===== src/hw/rtl/fba_pkg.sv =====
// Shared types, codes and helpers for the frame bitmap allocator.
package fba_pkg;

    localparam int NUM_FRAMES_DEF = 4096;
    localparam int WORD_BITS      = 32;
    localparam int BIT_AW         = 5;
    localparam int FRAME_FIELD_W  = 12;
    localparam int STATUS_W       = 3;

    typedef enum logic {
        CMD_ALLOC = 1'b0,
        CMD_FREE  = 1'b1
    } t_cmd;

    typedef enum logic [STATUS_W-1:0] {
        ST_ALLOCATED = 3'd0,
        ST_HAD_FRAME = 3'd1,
        ST_NO_FRAME  = 3'd2,
        ST_FREED     = 3'd3,
        ST_NOTHING   = 3'd4
    } t_status;

    function automatic logic [BIT_AW-1:0] lowest_zero(input logic [WORD_BITS-1:0] word);
        logic [BIT_AW-1:0] idx;
        idx = '0;
        for (int b = WORD_BITS - 1; b >= 0; b--) begin
            if (!word[b]) begin
                idx = BIT_AW'(b);
            end
        end
        return idx;
    endfunction

endpackage


===== src/hw/rtl/fba_bitmap_ram.sv =====
// Bitmap word memory: one write port, one read port with registered data.
module fba_bitmap_ram
    import fba_pkg::*;
#(
    parameter int DEPTH = NUM_FRAMES_DEF / WORD_BITS,
    parameter int AW    = 7
) (
    input  logic                 i_clk,
    input  logic                 i_we,
    input  logic [AW-1:0]        i_waddr,
    input  logic [WORD_BITS-1:0] i_wdata,
    input  logic [AW-1:0]        i_raddr,
    output logic [WORD_BITS-1:0] o_rdata
);

    logic [WORD_BITS-1:0] r_mem [DEPTH];
    logic [WORD_BITS-1:0] r_rdata;

    always_ff @(posedge i_clk) begin
        if (i_we) begin
            r_mem[i_waddr] <= i_wdata;
        end
        r_rdata <= r_mem[i_raddr];
    end

    assign o_rdata = r_rdata;

endmodule

===== config.mk =====
export PLATFORM = sky130hd
export DESIGN_NAME = fba_bitmap_ram
export DESIGN_NICKNAME = d
export VERILOG_FILES = /design/src/hw/rtl/fba_pkg.sv /design/src/hw/rtl/fba_bitmap_ram.sv
export SDC_FILE = /design/constraint.sdc
export NUM_CORES = 2
export LEC_CHECK = 0
export BUFFER_PORTS_ARGS = -buffer_cell sky130_fd_sc_hd__clkbuf_2
export CAP_MARGIN = 20
export CORE_ASPECT_RATIO = 2
export CORE_MARGIN = 2
export CORE_UTILIZATION = 62
export DETAILED_ROUTE_END_ITERATION = 10
export PLACE_DENSITY_LB_ADDON = 0.25
export SLEW_MARGIN = 20
export SYNTH_ARGS = -nofsm -noshare
export SYNTH_HDL_FRONTEND = slang
export SYNTH_SLANG_ARGS = --single-unit

===== constraint.sdc =====
create_clock -name i_clk -period 4.8 [get_ports i_clk]
set_input_delay 0.48 -clock i_clk [delete_from_list [all_inputs] [get_ports i_clk]]
set_output_delay 0.48 -clock i_clk [all_outputs]
set_load 0.02 [all_outputs]

# == Word level (Yosys, flattened, before mapping) ==
# Memories as Yosys holds them, arrays and structs flattened. A register that Yosys moved wholly into a read port is not among the register bits.
# Index checks and enable logic that the tools add are counted.
# word_totals
register_bits,0
mem_bits_rw,4096
in_bits,48
wordCells,3
mem_count,1
# mem_list
memory,words,word_bits,read_ports,rd_ports_with_merged_regs,write_ports,line_no,rtl
r_mem,128,32,1,1,1,fba_bitmap_ram.sv:16,logic [WORD_BITS-1:0] r_mem [DEPTH];
# classes
mux,2
# ops
operator,n
$mux 1,2

# == Logic depth before layout (Yosys ltp) ==
# logic_depth
word_depth,2
ltp_mapped,8

# == Worst setup path after synthesis ==
# No wires, ideal clock.
# synth_path
path_kind,input to register
startpoint,in i_we
endpoint,mem r_mem[98][0] (enable)
setup_ns,0.461
arrival_time_ns,3.258
required_ns,4.339
setup_slack_ns,1.081
stages,3
path_buffers,1
path_cell_list,clkbuf_1 > nand4_1 > nor3_1
# synth_via
elab_chain_cells,2
# synth_rtl
item,line_no,rtl
"start, declared",fba_bitmap_ram.sv:9,"input logic i_we,"
$mux 1,fba_bitmap_ram.sv:20,if (i_we) begin
$mux 1 (not written as such),fba_bitmap_ram.sv:21,r_mem[i_waddr] <= i_wdata;
"end, declared",fba_bitmap_ram.sv:16,
# Every way passes these cells.

==> results.sh <==
export IMPL_status="completed"
export IMPL_ys_ff_latch=4128
export IMPL_tns_ps=0
export IMPL_cts_made_buffers=337
export IMPL_critical_path_arrival_ps=3820
export IMPL_cp_slowest_cell="mux4_2"
export IMPL_clkPwrFrac_pct=39.5
export IMPL_drtIter0Drc=11897
export IMPL_hold_buffers=0
export IMPL_cts_tree="built"
export IMPL_fp_dieW_um=359
export IMPL_fin_crit_sh_pct=62.8
export IMPL_end_kind="flip-flop"
export IMPL_wl_um=438000
export IMPL_power_density_nw_per_um2=415
export IMPL_drive_gt1_share_pct=36.1
export IMPL_syn_num_nets=6038
export IMPL_clk_pin_slew_ps=70
export IMPL_worstHoldPathCells=1
export IMPL_drtPass1Iterations=8
export IMPL_h_tree_depth=5
export IMPL_wl_per_cell_um=43.3
export IMPL_cts_root_buf="clkbuf_16"
export IMPL_cp_common_cell="mux4_2"
export IMPL_power_mw=72.8
export IMPL_ir_worst_vdd_mv=0.389
export IMPL_grt_max_degree=129
export IMPL_reg2reg_depth=4
export IMPL_seq_power_share_pct=54.9
export IMPL_clock_sinks=4128
export IMPL_maxCapViolCount=0
export IMPL_vias=73916
export IMPL_p_switching_mw=15.5
export IMPL_grt_pass1_wl_um=596000
export IMPL_layout_nets=6460
export IMPL_max_freq_mhz=332
export IMPL_die_area_um2=256000
export IMPL_hold_viol_final=0
export IMPL_clock_path_buffers=4
export IMPL_netlist_area_um2=156000
export IMPL_syn_area_per_cell_um2=26.1
export IMPL_grt_use_total_pct=34.3
export IMPL_yosysUniqueCellTypes=17
export IMPL_path_buf_inv=3
export IMPL_crit_family="multiplexers"
export IMPL_postLayoutCoreUtil_pct=70.0
export IMPL_max_slew_margin_pct=20.8
export IMPL_cp_max_fo=34
export IMPL_setup_violations=0
export IMPL_antenna_found_initial=86
export IMPL_period_needed_ps=3010
export IMPL_fin_skew_ps=62.5
export IMPL_port_buffers=79
export IMPL_coreArea_um2=251000
export IMPL_drc_errors=0
export IMPL_insertion_delay_ps=960
export IMPL_grt_pass1_vias=74425
export IMPL_crit_type="input port to flip-flop"
export IMPL_cpPeakStageDelay_ps=710
export IMPL_comb_power_share_pct=5.6
export IMPL_rows=260
export IMPL_cp_num_cells=7
export IMPL_ant_nets=0
export IMPL_viasPerCell=7.30
export IMPL_synth_seq_area_share_pct=79.1
export IMPL_dp_hpwl_um=243000
export IMPL_slew_viol_final=0
export IMPL_rsz0062_at_grt="false"
export IMPL_die_y_um=714
export IMPL_cp_cell_sequence="buf_12 > buf_4 > buf_4 > mux4_2 > mux4_2 > mux4_2 > mux2_2"
export IMPL_switching_share_pct=21.4
export IMPL_worstMarginPinSlew_ps=1190
export IMPL_p_int_mw=57.2
export IMPL_place_gp_congestion=0.858
export IMPL_num_io_pins=80
export IMPL_cts_resized=0
export IMPL_ys_warn_count=0
export IMPL_leakage_nw=53.7
export IMPL_syn_to_final_growth_pct=12.3
export IMPL_post_cts_buffers=0
export IMPL_hold_path_class="input port to flip-flop"
export IMPL_synthCells=5990
export IMPL_required_ps=5610
export IMPL_overflow=0
export IMPL_worstSetupStartpointType="input port"
export IMPL_start_util_pct=62.3
[final cells by class]
cell class,instances,area (um2)
Tap cell,3275,4100
Multi-Input combinational cell,1546,32300
Antenna cell,171,428
Clock buffer,406,9000
Timing Repair Buffer,399,3740
Clock inverter,202,2260
Fill cell,13850,75400
Sequential cell,4128,124000
[path summary, 6_finish.rpt]
kind                           start                       to  slack [ps]
min                      i_wdata[28]  r_mem[96][28]$_DFFE_PP_          20
max reg2reg   r_mem[37][4]$_DFFE_PP_       o_rdata[4]$_DFF_P_        2090
max                       i_raddr[0]       o_rdata[1]$_DFF_P_        1790
min reg2reg  r_mem[126][3]$_DFFE_PP_       o_rdata[3]$_DFF_P_        1150
[cell families (layout without fill, tap and decap cells)]
logic type | count (synthesis) | in the layout | synth area share, %
other | 0 | 171 | 0
AND/OR/NAND/NOR | 170 | 170 | 0.446
flip-flops | 4128 | 4128 | 79.1
buffers and inverters | 316 | 1007 | 0.839
multiplexers | 1376 | 1376 | 19.6
[Yosys cell counts, drive strengths merged]
cell | count | area share [%]
nor2b | 7 | 0.028
mux4 | 1344 | 19
edfxtp | 4096 | 79
nand3 | 12 | 0.038
nand2b | 2 | 0.0080
dfxtp | 32 | 0.41
clkbuf | 182 | 0.44
nand2 | 14 | 0.034
nand4 | 3 | 0.012
nor2 | 122 | 0.29
nor3 | 9 | 0.029
buf | 134 | 0.40
or3 | 1 | 0.0040
mux2 | 32 | 0.23
[routing by layer]
| layer | global-route usage, % | wire [um] |
|---|---|---|
| met1 | 41.7 | 135000 |
| met2 | 55.4 | 218000 |
| met3 | 5.81 | 43200 |
| met4 | 27.5 | 41200 |
| met5 | 0 | 198 |
[layout by cell type (no fill, tap or decap), types with 11 or more instances in the layout]
master / netlist / layout
edfxtp_1: 4096 / 4096
nor2_4: 0 / 119
mux2_2: 32 / 32
buf_12: 0 / 66
clkinvlp_4: 0 / 21
bufinv_16: 0 / 47
dfxtp_1: 32 / 32
clkbuf_1: 182 / 52
clkinv_4: 0 / 11
clkinv_2: 0 / 56
clkinv_1: 0 / 56
buf_4: 3 / 289
clkbuf_16: 0 / 349
mux4_2: 1344 / 1344
diode_2: 0 / 171
nand2_1: 14 / 12
clkbuf_2: 0 / 40
[through the flow]
stage	std cells	worst slack (ps)	hold WS (ps)	cell area, um2
after global placement	9348	891	938	164000
after CTS	9956	1810	8.44	175000
after global routing	10110	1710	25.3	175000
after detailed placement	9348	879	925	164000
final	10127	1790	16.9	175000
after floorplan	5990	1080	579	156000
[power by group through the flow]
stage	Combinational [mW]	Clock [mW]	Sequential, mW
final	4.11	28.7	39.9
after global routing	4.16	30.1	39.9
after CTS	4.05	28.9	39.9
after detailed placement	4.02	0	40.7
after global placement	3.93	0	40.7
after floorplan	1.92	0	40.7
[sequential cells by signal (all words and copies together) (netlist names)]
name     count
r_mem     4096
o_rdata     32
Power figures use the tool's default switching activity.
